$ cat config.mk
export PLATFORM = sky130hd
export DESIGN_NAME = lpht_ctrl
export DESIGN_NICKNAME = d
export VERILOG_FILES = /design/src/rtl/lpht_pkg.sv /design/src/rtl/lpht_ctrl.sv
export SDC_FILE = /design/constraint.sdc
export NUM_CORES = 1
export LEC_CHECK = 0
export ABC_CLOCK_PERIOD_IN_PS = 6610
export BUFFER_PORTS_ARGS = -buffer_cell sky130_fd_sc_hd__buf_2
export CAP_MARGIN = 20
export CELL_PAD_IN_SITES_DETAIL_PLACEMENT = 1
export CELL_PAD_IN_SITES_GLOBAL_PLACEMENT = 1
export CORE_AREA = 3 3 185 187
export CTS_CLUSTER_DIAMETER = 200
export DETAILED_ROUTE_END_ITERATION = 12
export DIE_AREA = 0 0 188 190
export GPL_TIMING_DRIVEN = 0
export PLACE_DENSITY_LB_ADDON = 0.1
export SLEW_MARGIN = 20
export SYNTH_ARGS = -nofsm -noshare
export SYNTH_HDL_FRONTEND = slang
export SYNTH_SLANG_ARGS = --single-unit
$ cat constraint.sdc
create_clock -name clk_i -period 6.61 [get_ports clk_i]
set_clock_uncertainty 0.15 [all_clocks]
set_input_delay 1.322 -clock clk_i [delete_from_list [all_inputs] [get_ports clk_i]]
set_output_delay 1.322 -clock clk_i [all_outputs]
set_load 0.01 [all_outputs]
$ cat src/rtl/lpht_pkg.sv
`default_nettype none

package lpht_pkg;

  // Default number of slot address bits
  localparam int SLOT_BITS_DEF = 10;
  // Width of the slot_select and slot_index ports
  localparam int SLOT_IDX_W    = 10;
  // Config data width (widest register)
  localparam int CFG_W         = 4;
  // slot_count_log2 after reset
  localparam logic [CFG_W-1:0] SLOT_LOG2_RST = 4'd10;

  // Block index markers
  localparam logic [31:0] BLOCK_EMPTY   = 32'hFFFF_FFFF;
  localparam logic [31:0] BLOCK_DELETED = 32'hFFFF_FFFE;

  // Operation codes
  typedef enum logic [2:0] {
    OP_LOOKUP = 3'd0,
    OP_INSERT = 3'd1,
    OP_REMOVE = 3'd2,
    OP_LOAD   = 3'd3,
    OP_CLEAR  = 3'd4
  } op_e;

  // Config register indexes
  typedef enum logic {
    CFG_TABLE_PRESENT = 1'b0,
    CFG_SLOT_LOG2     = 1'b1
  } cfg_idx_e;

  // One table slot as stored in memory
  typedef struct packed {
    logic [31:0] key_first;
    logic [31:0] key_second;
    logic [15:0] locale;
    logic [15:0] platform;
    logic [31:0] block;
  } entry_t;

endpackage

`default_nettype wire

$ cat src/rtl/lpht_ctrl.sv
`default_nettype none

// Operation sequencer: probes one slot per cycle, rewrites the slot as deleted on a remove hit,
// fills the first free slot on insert, and sweeps the store on reset and on clear.
module lpht_ctrl #(
  parameter int SLOT_BITS = lpht_pkg::SLOT_BITS_DEF
) (
  input  wire                               clk_i,
  input  wire                               rst_ni,
  // command side
  input  wire                               start,
  output logic                              busy,
  input  wire  [2:0]                        operation_i,
  input  wire  [31:0]                       hash_a_i,
  input  wire  [31:0]                       hash_b_i,
  input  wire  [31:0]                       offset_hash_i,
  input  wire  [15:0]                       locale_code_i,
  input  wire                               use_locale_i,
  input  wire  [15:0]                       platform_code_i,
  input  wire  [31:0]                       block_number_i,
  input  wire  [lpht_pkg::SLOT_IDX_W-1:0]   slot_select_i,
  // config
  input  wire                               table_present_i,
  input  wire  [SLOT_BITS-1:0]              mask_i,
  // memory
  output logic                              rd_en_o,
  output logic [SLOT_BITS-1:0]              rd_addr_o,
  input  lpht_pkg::entry_t                  rd_data_i,
  output logic                              wr_en_o,
  output logic [SLOT_BITS-1:0]              wr_addr_o,
  output lpht_pkg::entry_t                  wr_data_o,
  // result
  output logic                              done_o,
  output logic                              ok_o,
  output logic [lpht_pkg::SLOT_IDX_W-1:0]   slot_index_o
);

  localparam int IdxW = lpht_pkg::SLOT_IDX_W;
  localparam int CmpW = (SLOT_BITS > IdxW) ? SLOT_BITS : IdxW;

  typedef enum logic [2:0] {
    ST_IDLE  = 3'b001,
    ST_PROBE = 3'b010,
    ST_CLEAR = 3'b100
  } state_e;

  state_e state_q, state_d;
  logic [SLOT_BITS-1:0] idx_q, idx_d;
  logic [SLOT_BITS-1:0] cnt_q, cnt_d;
  logic                 report_q, report_d;
  logic                 done_q, done_d;
  logic                 ok_q, ok_d;
  logic [IdxW-1:0]      slot_q, slot_d;

  // captured command word
  lpht_pkg::op_e        op_q, op_d;
  logic [31:0]          ha_q, ha_d;
  logic [31:0]          hb_q, hb_d;
  logic [15:0]          loc_q, loc_d;
  logic                 use_loc_q, use_loc_d;
  logic [31:0]          blk_q, blk_d;

  lpht_pkg::op_e        op_in;
  logic [SLOT_BITS-1:0] start_idx;
  logic [SLOT_BITS-1:0] idx_nxt;
  logic [CmpW-1:0]      sel_ext;
  logic [CmpW-1:0]      mask_ext;
  logic                 sel_ok;
  logic                 slot_empty;
  logic                 slot_free;
  logic                 key_hit;
  logic                 last_probe;

  assign op_in     = lpht_pkg::op_e'(operation_i);
  assign start_idx = offset_hash_i[SLOT_BITS-1:0] & mask_i;
  assign idx_nxt   = (idx_q + SLOT_BITS'(1)) & mask_i;
  assign sel_ext   = CmpW'(slot_select_i);
  assign mask_ext  = CmpW'(mask_i);
  assign sel_ok    = (sel_ext & ~mask_ext) == '0;

  // slot classification on the word just read
  assign slot_empty = rd_data_i.block == lpht_pkg::BLOCK_EMPTY;
  assign slot_free  = rd_data_i.block >= lpht_pkg::BLOCK_DELETED;
  assign key_hit    = !slot_free
                   && rd_data_i.key_first == ha_q
                   && rd_data_i.key_second == hb_q
                   && (!use_loc_q || rd_data_i.locale == loc_q);
  assign last_probe = cnt_q == mask_i;

  assign busy = state_q != ST_IDLE;

  // next state and memory access
  always_comb begin
    state_d   = state_q;
    idx_d     = idx_q;
    cnt_d     = cnt_q;
    report_d  = report_q;
    done_d    = 1'b0;
    ok_d      = ok_q;
    slot_d    = slot_q;
    op_d      = op_q;
    ha_d      = ha_q;
    hb_d      = hb_q;
    loc_d     = loc_q;
    use_loc_d = use_loc_q;
    blk_d     = blk_q;
    rd_en_o   = 1'b0;
    rd_addr_o = idx_q;
    wr_en_o   = 1'b0;
    wr_addr_o = idx_q;
    wr_data_o = '1;

    unique case (state_q)
      ST_IDLE: begin
        if (start) begin
          op_d      = op_in;
          ha_d      = hash_a_i;
          hb_d      = hash_b_i;
          loc_d     = locale_code_i;
          use_loc_d = use_locale_i;
          blk_d     = block_number_i;
          if (!table_present_i) begin
            done_d = 1'b1;
            ok_d   = 1'b0;
            slot_d = '0;
          end else begin
            unique case (op_in)
              lpht_pkg::OP_LOOKUP, lpht_pkg::OP_INSERT, lpht_pkg::OP_REMOVE: begin
                // first probe read goes out with the accept
                rd_en_o   = 1'b1;
                rd_addr_o = start_idx;
                idx_d     = start_idx;
                cnt_d     = '0;
                state_d   = ST_PROBE;
              end
              lpht_pkg::OP_LOAD: begin
                done_d = 1'b1;
                if (sel_ok) begin
                  wr_en_o   = 1'b1;
                  wr_addr_o = sel_ext[SLOT_BITS-1:0];
                  wr_data_o = '{key_first: hash_a_i, key_second: hash_b_i,
                                locale: locale_code_i, platform: platform_code_i,
                                block: block_number_i};
                  ok_d      = 1'b1;
                  slot_d    = slot_select_i;
                end else begin
                  ok_d   = 1'b0;
                  slot_d = '0;
                end
              end
              lpht_pkg::OP_CLEAR: begin
                idx_d    = '0;
                report_d = 1'b1;
                state_d  = ST_CLEAR;
              end
              default: begin
                done_d = 1'b1;
                ok_d   = 1'b0;
                slot_d = '0;
              end
            endcase
          end
        end
      end

      ST_PROBE: begin
        // speculative read of the next slot; a write always ends the operation
        rd_en_o   = 1'b1;
        rd_addr_o = idx_nxt;
        idx_d     = idx_nxt;
        cnt_d     = cnt_q + SLOT_BITS'(1);
        unique case (op_q)
          lpht_pkg::OP_LOOKUP, lpht_pkg::OP_REMOVE: begin
            if (slot_empty) begin
              done_d  = 1'b1;
              ok_d    = 1'b0;
              slot_d  = '0;
              state_d = ST_IDLE;
            end else if (key_hit) begin
              if (op_q == lpht_pkg::OP_REMOVE) begin
                wr_en_o         = 1'b1;
                wr_addr_o       = idx_q;
                wr_data_o       = rd_data_i;
                wr_data_o.block = lpht_pkg::BLOCK_DELETED;
              end
              done_d  = 1'b1;
              ok_d    = 1'b1;
              slot_d  = IdxW'(idx_q);
              state_d = ST_IDLE;
            end else if (last_probe) begin
              done_d  = 1'b1;
              ok_d    = 1'b0;
              slot_d  = '0;
              state_d = ST_IDLE;
            end
          end
          lpht_pkg::OP_INSERT: begin
            if (slot_free) begin
              wr_en_o   = 1'b1;
              wr_addr_o = idx_q;
              wr_data_o = '{key_first: ha_q, key_second: hb_q, locale: loc_q,
                            platform: 16'h0000, block: blk_q};
              done_d    = 1'b1;
              ok_d      = 1'b1;
              slot_d    = IdxW'(idx_q);
              state_d   = ST_IDLE;
            end else if (last_probe) begin
              done_d  = 1'b1;
              ok_d    = 1'b0;
              slot_d  = '0;
              state_d = ST_IDLE;
            end
          end
          default: begin
            done_d  = 1'b1;
            ok_d    = 1'b0;
            slot_d  = '0;
            state_d = ST_IDLE;
          end
        endcase
      end

      ST_CLEAR: begin
        // one slot per cycle back to all ones
        wr_en_o   = 1'b1;
        wr_addr_o = idx_q;
        wr_data_o = '1;
        idx_d     = idx_q + SLOT_BITS'(1);
        if (idx_q == '1) begin
          state_d  = ST_IDLE;
          done_d   = report_q;
          ok_d     = 1'b1;
          slot_d   = '0;
          report_d = 1'b0;
        end
      end

      default: begin
        state_d = ST_IDLE;
      end
    endcase
  end

  // control state; sweep starts out of reset
  always_ff @(posedge clk_i or negedge rst_ni) begin
    if (!rst_ni) begin
      state_q  <= ST_CLEAR;
      idx_q    <= '0;
      cnt_q    <= '0;
      report_q <= 1'b0;
      done_q   <= 1'b0;
    end else begin
      state_q  <= state_d;
      idx_q    <= idx_d;
      cnt_q    <= cnt_d;
      report_q <= report_d;
      done_q   <= done_d;
    end
  end

  // payload
  always_ff @(posedge clk_i) begin
    ok_q      <= ok_d;
    slot_q    <= slot_d;
    op_q      <= op_d;
    ha_q      <= ha_d;
    hb_q      <= hb_d;
    loc_q     <= loc_d;
    use_loc_q <= use_loc_d;
    blk_q     <= blk_d;
  end

  assign done_o       = done_q;
  assign ok_o         = ok_q;
  assign slot_index_o = slot_q;

endmodule

`default_nettype wire

After elaboration in Yosys (flattened, before gate mapping)
Cells that the tools add are included.

word-level totals
  flip-flop bits (word level) = 152
  output and inout port bits = 163
  logic and storage cells = 151

operators by class
  add/sub/neg operators = 2
  $lt $le $gt $ge = 1
  equal/unequal tests = 23
  multiplexer cells = 87
  bitwise gates (word level) = 4
  reduce and logical (&&, ||, !) cells = 21

operator list
  kind                     number
  $mux W128                8
  $pmux W128 S2            2
  $mux W10                 21
  $pmux W10 S2             5
  $eq A32 B32 Y1           2
  $pmux W10 S3             2
  $eq A32 B32 Y1 const B   1
  $ge A32 B32 Y1 const B   1
  $and A10 B10 Y10         3
  $mux W1                  30
  $mux W3                  7
  $add A10 B1 Y10 const B  2
  $eq A16 B16 Y1           1
  $reduce_and A4 Y1        4
  $eq A3 B2 Y1 const B     4
  $pmux W1 S2              6
  $pmux W3 S2              2
  $eq A10 B10 Y1           1
  $eq A10 B10 Y1 const B   1
  $logic_not A10 Y1        1
  $not A10 Y10             1
  $eq A3 B1 Y1 const B     3
  $pmux W1 S3              3
  $pmux W3 S3              1
  other kinds (16)         26

Depth between registers and ports, before layout
Gate-level depths: netlist (run 1).

  depth in word-level cells = 9
  mapped depth = 10
  depth with buffers taken out = 9

Worst setup path after synthesis (run 1)
Ideal clock, no wire load.

  path type = input port to output port
  start = input start
  end = output wr_addr_o[4]
  arrival time = 4635 ps
  data required time = 5138 ps
  path slack = 503 ps
  cell stages on the path = 7
  cells stage by stage = nand2_1 inv_1 nand2b_1 clkbuf_1 buf_2 clkbuf_1 o21ai_0

between the ends
  longest elaborated chain between the ends = 2

ends and longest elaborated chain
  what             line              source
  start, declared  lpht_ctrl.sv:11   input wire start,
  $mux W10         lpht_ctrl.sv:115  if (start) begin
  $mux W10         -
  end, declared    lpht_ctrl.sv:30   output logic [SLOT_BITS-1:0] wr_addr_o,

No other way between the ends.

==> results of run 1 <==
-- synthesized netlist by cell type, drive strengths merged, types with 2 or more instances --
cell type	number	area, um2
edfxtp	127	3810
nor2	118	445
a21oi	110	554
xnor2	92	806
a22oi	82	616
clkbuf	48	180
nand2	37	139
nand4	36	231
o22a	32	280
dfrtp	24	601
o21ai	19	95.1
o221a	16	180
buf	15	80.1
inv	15	56.3
xor2	12	105
and2	11	71.3
a221o	10	101
nand3	10	50.1
nor3	10	50.1
a22o	9	78.8
and3	8	55.1
a31oi	7	43.8
nor4	7	56.3
a21o	6	45.0
mux2	6	67.6
o22ai	4	25.0
nand2b	3	18.8
or3	3	18.8
a221oi	2	17.5
and4	2	17.5
ha	2	25.0
o21a	2	15.0
or2	2	12.5
-- metrics by stage --
stage / util, % / total power [mW]
4_1_cts: 38.5 / 2.92
3_3_place_gp: 36.4 / 1.84
2_1_floorplan: - / 1.53
6_report: 38.5 / 2.90
5_1_grt: 38.5 / 3.02
3_5_place_dp: 36.6 / 1.84
-- flip-flops by register name, indices dropped and copies added, names as in the netlist, 3 cells and up --
name          cells
blk_q            32
slot_index_o     10
loc_q            16
op_q              3
ha_q             32
idx_q            10
state_q           3
cnt_q            10
hb_q             32
-- final cells by class --
| type | count | share of cell area [%] |
|---|---|---|
| clock buffer | 17 | 3.39 |
| antenna | 5 | 0.0996 |
| sequential | 152 | 35.3 |
| tap | 442 | 4.40 |
| multi-input combinational | 665 | 34.2 |
| timing repair buffer | 457 | 18.4 |
| buffer | 63 | 2.07 |
| inverter | 15 | 0.508 |
| clock inverter | 15 | 1.59 |
-- critical path: stages --
cell and delay [ns]:
buf_2 0.11, xnor2_1 0.42, nand4_1 0.43, o41ai_2 0.58
and3_4 0.31, nand4_2 0.29, nand2_1 0.52, buf_2 0.34
a21oi_1 0.23, buf_2 0.20
-- power groups by stage --
stage          clock network [mW]  logic, mW  registers [mW]
3_5_place_dp                    0      0.608            1.23
4_1_cts                      1.10      0.612            1.21
6_report                     1.07      0.611            1.21
3_3_place_gp                    0      0.598            1.24
5_1_grt                      1.14      0.663            1.22
2_1_floorplan                   0      0.307            1.22
-- metal layers --
metal | global-route usage (%) | share of wire (%) | wire length [um]
met5 | 0 | 0.030 | 13
met4 | 7.33 | 2.6 | 1130
met3 | 6.39 | 7.2 | 3140
met2 | 41.8 | 50 | 21900
met1 | 28.2 | 40 | 17700
-- final timing paths --
kind | start | end | slack, ns | cells after the start
worst max-delay path | rd_data_i[60] | wr_data_o[103] | 0.37 | 10
worst max register to register | loc_q[12] | slot_index_o[6] | 3.12 | 8
worst min register to register | report_q | report_q | 0.35 | 2
min in group asynchronous | rst_ni | report_q | 0.74 | 1
max in group asynchronous | rst_ni | idx_q[8] | 5.15 | 1
worst min-delay path | report_q | report_q | 0.35 | 2
-- cells in the final DEF (no fill, tap or decap), types with 6 or more instances in the layout --
cell,synthesis,routed
a22o_1,9,9
nor2_1,117,117
mux2_2,6,6
a22oi_1,82,82
nand3_1,10,10
nand2_1,37,37
clkbuf_1,48,48
clkbuf_16,0,17
a221o_1,9,9
a21oi_1,109,109
dfrtp_1,24,24
and2_1,9,9
o221a_2,16,16
buf_2,13,469
a21o_1,6,6
inv_1,14,13
a31oi_1,7,7
o22a_1,32,32
nand4_1,35,35
xor2_1,12,12
and3_1,7,7
nor3_1,10,10
xnor2_1,92,92
o21ai_0,19,19
edfxtp_1,127,127
-- kinds of logic (layout without fill, tap and decap cells) --
family,after synthesis,after routing
muxes,6,6
adders and majority gates,3,3
and+or+nand+nor,249,249
other,0,5
buffers and inverters,78,567
xor gates and xnor gates,104,104
DFF,152,152
AOI/OAI and AO/OA,303,303
==> impl_metrics.toml, run 1 <==
[global_routing]
grt_max_degree = 66
grt_pass1_vias = 9760
antenna_found_initial = 6
grtUsageTotal_pct = 23.7
overflow = 0
grt_pass1_wl_mm = 62.6

[final_layout]
nets = 1689
multi_input_area_um2 = 4300
area_growth_pct = 38.8
design_area_um2 = 12600
regArea_um2 = 4440
fin_cells = 1831
drive_gt1_share_pct = 38.9
n_fill_cell = 3879

[worst_hold_path]
hp-class = "flop to flop"

[clock_network]
clkTransAtPathRegs_ns = 0.07
clk_path_buf_depth = 2
htreeDepth = 4
cts_root_buf = "clkbuf_16"
cts_made_buffers = 17
postCtsSetupBuffers = 0
cts.sinks = 152
clk_latency_ns = 0.45
cts_tree = "yes"
cts-hold-fix-buffers = 0
cts_resized = 0

[pwr]
power_leakage_nw = 4.89
p_seq_share_pct = 41.8
clkPwrFrac_pct = 37.1
swShare_pct = 30.1
internal_power_mw = 2.03
power_switching_mw = 0.872
combPwrFrac_pct = 21.1
p_per_area_nw_per_um2 = 231
max-vdd-ir-drop_mv = 0.177

[synth]
synth.net_count = 1213
synth.area.mux_share_pct = 0.746
synth_fa_ha_area_share_pct = 0.387
synth_cells = 895
synth_flop_cell = "edfxtp_1"
synthXorXnorAreaFrac_pct = 10.1
synth_simple_gate_area_share_pct = 13.0
synth_top_family_by_area = "compound AO/OA/AOI/OAI gates"
postSynthAreaPerCell_um2 = 10.1
ys_ff_latch = 152
synth-compound-area-share_pct = 23.2
netlist_area_um2 = 9050
synth-edff-count = 127
yosysSeqAreaShare_pct = 49.0
synthArstFlopShare_pct = 16.4
yosysWarningCount = 0
synth_cell_type_count = 52

[routing]
drtAntennaViolNets = 0
routed_wl_mm = 43.9
dr.pass1.iters = 6
vias = 9483
via_per_inst = 5.18
drt_iter0_drc = 560
drc = 0
wl_per_cell_um = 24.0

[placement]
io_buffer_count = 456
place.gp.congestion = 0.859
place_ws_ns = 0.268
place_area_um2 = 11900
placed_cells = 1794
post-dp-hpwl_mm = 34.8

[sta]
holdWs_ns = 0.355
min_period_ns = 6.24
finalHoldViolCount = 0
relSlewSlack_pct = 34.1
rsz0062_at_grt = "false"
worstMarginPinSlew_ns = 0.988
setup_slack_ns = 0.374
fmax_mhz = 160
finalSetupViolCount = 0
fin_crit_sh_pct = 94.3
slew_violations = 0
fin_setup_tns_ns = 0

[floorplanning]
num_rows = 66
io_pins = 479
dieArea_um2 = 35700
start_util_pct = 27.8
die_w_um = 188
core-area_um2 = 32600
die_h_um = 190

[worst_setup_path]
criticalPathCategory = "primary input to primary output"
end_kind = "primary output"
crit_path_max_fanout = 10
crit_required_ns = 5.14
arrival_ns = 4.76
start_kind = "primary input"

[flow_run]
drv_cap = 0

[status]
status = "completed"
(Power assumes the default switching activity.)
==> run 2, diff against run 1 <==
Settings changed: PLACE_DENSITY_LB_ADDON 0.1 to 0.05.
==> impl_metrics.toml, run 2 (same netlist as run 1, synthesis figures left out) <==
[final_layout]
layout_commonest_cell = "buf_2"
area_growth_pct = 38.2
top_regs = "blk_q: 32 flops, ha_q: 32 flops, hb_q: 32 flops"
regArea_um2 = 4440
multi_input_area_um2 = 4300
nets = 1689
most-common-layout-cells = "buf_2, edfxtp_1, nor2_1"
n_fill_cell = 3908
post-route-util_pct = 38.4
fin_cells = 1828
drive_gt1_share_pct = 38.9

[clock_network]
htreeDepth = 4
cts-hold-fix-buffers = 0
cts_made_buffers = 17
cts_root_buf = "clkbuf_16"
clk_path_buf_depth = 2
cts.sinks = 152
clkTransAtPathRegs_ns = 0.06
cts_resized = 0
clk_latency_ns = 0.45
cts_tree = "yes"
postCtsSetupBuffers = 0

[worst_setup_path]
path_buf_inv = 3
path_common_cell = "buf_2"
start_kind = "primary input"
max_stage_delay_ns = 0.60
end_kind = "primary output"
crit_required_ns = 5.14
arrival_ns = 4.79
criticalPathCategory = "primary input to primary output"
crit_family = "simple AND/OR/NAND/NOR gates"
slowest_stage = "nor4_1"
crit_path_max_fanout = 10
crit_chain = "buf_2, xnor2_1, nand4_1, nor4_1, and4_1, nand4_2, nand2_1, buf_2, a21oi_1, buf_2"

[pwr]
finalPower_mw = 2.83
max-vdd-ir-drop_mv = 0.192
p_per_area_nw_per_um2 = 226
power_leakage_nw = 4.87

[global_routing]
grt_max_degree = 85
grt_pass1_vias = 9943
antenna_found_initial = 3
grtUsageTotal_pct = 24.4
overflow = 0
grt_pass1_wl_mm = 64.1

[floorplanning]
die_w_um = 188
dieArea_um2 = 35700
die_h_um = 190
num_rows = 66
core-area_um2 = 32600
start_util_pct = 27.8
io_pins = 479

[flow_run]
drv_cap = 0

[routing]
drc = 0
vias = 9366
wl_per_cell_um = 24.6
dr.pass1.iters = 5
drtAntennaViolNets = 0
drt_iter0_drc = 505
routed_wl_mm = 44.9
via_per_inst = 5.12

[sta]
finalSetupViolCount = 0
relSlewSlack_pct = 33.1
rsz0062_at_grt = "false"
slew_violations = 0
min_period_ns = 6.26
holdWs_ns = 0.360
finalHoldViolCount = 0
fmax_mhz = 160
worstMarginPinSlew_ns = 1.00
fin_setup_tns_ns = 0
fin_crit_sh_pct = 94.7

[placement]
io_buffer_count = 456
placed_cells = 1794
post-dp-hpwl_mm = 35.9
place.gp.congestion = 0.865

[status]
status = "completed"

[worst_hold_path]
hp-class = "flop to flop"
[run 2: worst min-delay path, delay by kind of cell, from the launching register on]
kind / cells / cell delay [ns]
DFF: 1 / 0.37
and+or+nand+nor: 2 / 0.11
[run 2: worst paths after layout]
check | slack, ns | endpoint | from | cells after the start
max | 0.35 | wr_data_o[77] | rd_data_i[103] | 10
min | 0.36 | report_q | report_q | 2
max reg2reg | 3.11 | slot_index_o[0] | ha_q[7] | 8
min reg2reg | 0.36 | report_q | report_q | 2
max in group asynchronous | 5.11 | idx_q[2] | rst_ni | 1
min in group asynchronous | 0.76 | cnt_q[8] | rst_ni | 1
[run 2: cell type report]
class	count	area share (%)
sequential	152	35.5
multi-input combinational	665	34.3
timing repair buffer	457	18.5
tap	442	4.42
clock buffer	18	3.43
buffer	63	2.08
clock inverter	14	1.26
inverter	15	0.510
antenna	2	0.0400
[run 2: layer usage]
layer	global-route usage, %	share of wire (%)
met3	6.30	6.2
met5	0	0.038
met1	28.6	40
met4	7.68	2.6
met2	43.7	51
[run 2: metrics by stage]
| step | setup WS (ns) | area, um2 |
|---|---|---|
| 6_report | 0.351 | 12500 |
| 5_1_grt | 0.209 | 12500 |
| 4_1_cts | 0.216 | 12500 |
| 3_5_place_dp | 0.231 | 11900 |
| 3_3_place_gp | -1.84 | 11900 |
| 2_1_floorplan | 0.503 | 9050 |
[run 2: report_power, final]
part | total, mW | internal [mW] | switching [mW]
Sequential | 1.21 | 1.15 | 0.0682
Clock | 1.02 | 0.589 | 0.429
Combinational | 0.601 | 0.246 | 0.356
Total | 2.83 | 1.98 | 0.853
==> run 3, diff against run 2 <==
Settings changed: BUFFER_PORTS_ARGS -buffer_cell sky130_fd_sc_hd__buf_2 to unset, CORE_AREA 3 3 185 187 to 3 3 186 188, DIE_AREA 0 0 188 190 to 0 0 189 191, DONT_BUFFER_PORTS set to 1.
==> impl_metrics.toml, run 3 (same netlist as run 1, synthesis figures left out) <==
[status]
status = "completed"

[worst_setup_path]
start_kind = "primary input"
crit_family = "simple AND/OR/NAND/NOR gates"
crit_path_max_fanout = 10
criticalPathCategory = "primary input to primary output"
crit_required_ns = 5.14
crit_chain = "xnor2_1, nand4_1, nor4_1, and4_1, nand4_2, nand2_1, buf_2, a21oi_1"
max_stage_delay_ns = 0.57
slowest_stage = "nor4_1"
end_kind = "primary output"
rrSetupSlack_ns = 3.19
path_buf_inv = 1
arrival_ns = 4.44

[clock_network]
clkTransAtPathRegs_ns = 0.07
cts_tree = "yes"
cts_made_buffers = 17
clk_latency_ns = 0.45
cts_root_buf = "clkbuf_16"
cts_resized = 0
cts.sinks = 152
clk_path_buf_depth = 2
cts-hold-fix-buffers = 0
postCtsSetupBuffers = 0
htreeDepth = 4

[final_layout]
top_regs = "blk_q: 32 flops, ha_q: 32 flops, hb_q: 32 flops"
nets = 1233
area_growth_pct = 12.6
design_area_um2 = 10200
fin_cells = 1377
layout_commonest_cell = "edfxtp_1"
most-common-layout-cells = "edfxtp_1, nor2_1, a21oi_1"
drive_gt1_share_pct = 9.05

[pwr]
p_seq_share_pct = 46.9
finalPower_mw = 2.60
clkPwrFrac_pct = 36.6
max-vdd-ir-drop_mv = 0.183
internal_power_mw = 1.79
combPwrFrac_pct = 16.6
power_leakage_nw = 3.26
power_switching_mw = 0.816
swShare_pct = 31.4
p_per_area_nw_per_um2 = 255

[sta]
finalSetupViolCount = 0
setup_slack_ns = 0.693
holdWs_ns = 0.359
slew_violations = 0
fmax_mhz = 169
relSlewSlack_pct = 34.6
rsz0062_at_grt = "false"
min_period_ns = 5.92
finalHoldViolCount = 0
fin_crit_sh_pct = 89.5
worstMarginPinSlew_ns = 0.977

[routing]
vias = 7767
dr.pass1.iters = 5
via_per_inst = 5.64
drtAntennaViolNets = 0
wl_per_cell_um = 31.8
routed_wl_mm = 43.8
drc = 0
drt_iter0_drc = 426

[floorplanning]
dieArea_um2 = 36100
num_rows = 67
io_pins = 479
die_w_um = 189
start_util_pct = 27.2
core-area_um2 = 33300
die_h_um = 191

[placement]
placed_cells = 1344
place_ws_ns = 0.365
place_area_um2 = 9650
post-dp-hpwl_mm = 35.0
io_buffer_count = 0
place.gp.congestion = 0.882

[worst_hold_path]
hp-class = "flop to flop"

[global_routing]
antenna_found_initial = 1
grt_pass1_wl_mm = 61.5
grt_max_degree = 80
grt_pass1_vias = 8249
overflow = 0
grtUsageTotal_pct = 23.6

[flow_run]
drv_cap = 0
run 3: cell types whose count changed in the layout (fill, tap and decap cells not counted), sizes merged:
| cell | before | now |
|---|---|---|
| clkinv | 7 | 5 |
| buf | 472 | 16 |
| bufinv | 3 | 0 |
| inv | 15 | 21 |
| clkbuf | 66 | 65 |
| diode | 2 | 1 |
run 3: final timing paths:
check                                  end  cells after the start      startpoint
setup / recovery             wr_data_o[89]                      8  rd_data_i[103]
hold / removal                    report_q                      2        report_q
setup reg to reg           slot_index_o[0]                      8         ha_q[7]
hold reg to reg                   report_q                      2        report_q
max in group asynchronous       state_q[2]                      0          rst_ni
min in group asynchronous         cnt_q[6]                      0          rst_ni
run 3: area by class of cell:
class / count / area [um2]
multi-input combinational: 665 / 4300
fill: 3805 / 23100
clock inverter: 15 / 118
timing repair buffer: 1 / 27.5
inverter: 15 / 61.3
clock buffer: 17 / 425
tap: 448 / 561
buffer: 63 / 260
sequential: 152 / 4440
antenna: 1 / 2.50
run 3: through the flow:
| stage | util, % | TNS (ns) |
|---|---|---|
| detailed placement | 29.0 | 0 |
| floorplan | - | 0 |
| global placement | 28.9 | -145.63 |
| CTS | 30.6 | 0 |
| finish | 30.6 | 0 |
| global route | 30.6 | 0 |
run 3: worst reg2reg max path: stages (launching register included):
cell and delay, ns:
edfxtp_1 0.40, xnor2_1 0.53, nand4_1 0.30, nor4_1 0.57, and3_1 0.31, a311oi_2 0.17
and2_4 0.23, buf_6 0.14, a221o_1 0.36
run 3: layer usage:
layer	global-route usage, %	wire, um	share of wire (%)	vias to the layer above
li1	-	-	-	3439
met1	24.8	15700	36	3909
met2	44.1	23400	53	380
met3	8.66	3920	8.9	39
met4	6.30	805	1.8	0
met5	0	0	0	-
run 3: power groups by stage:
stage	Clock [mW]	Sequential, mW	Combinational [mW]
floorplan	0	1.22	0.307
global route	1.02	1.23	0.473
CTS	0.980	1.22	0.437
detailed placement	0	1.24	0.434
global placement	0	1.25	0.420
finish	0.952	1.22	0.431
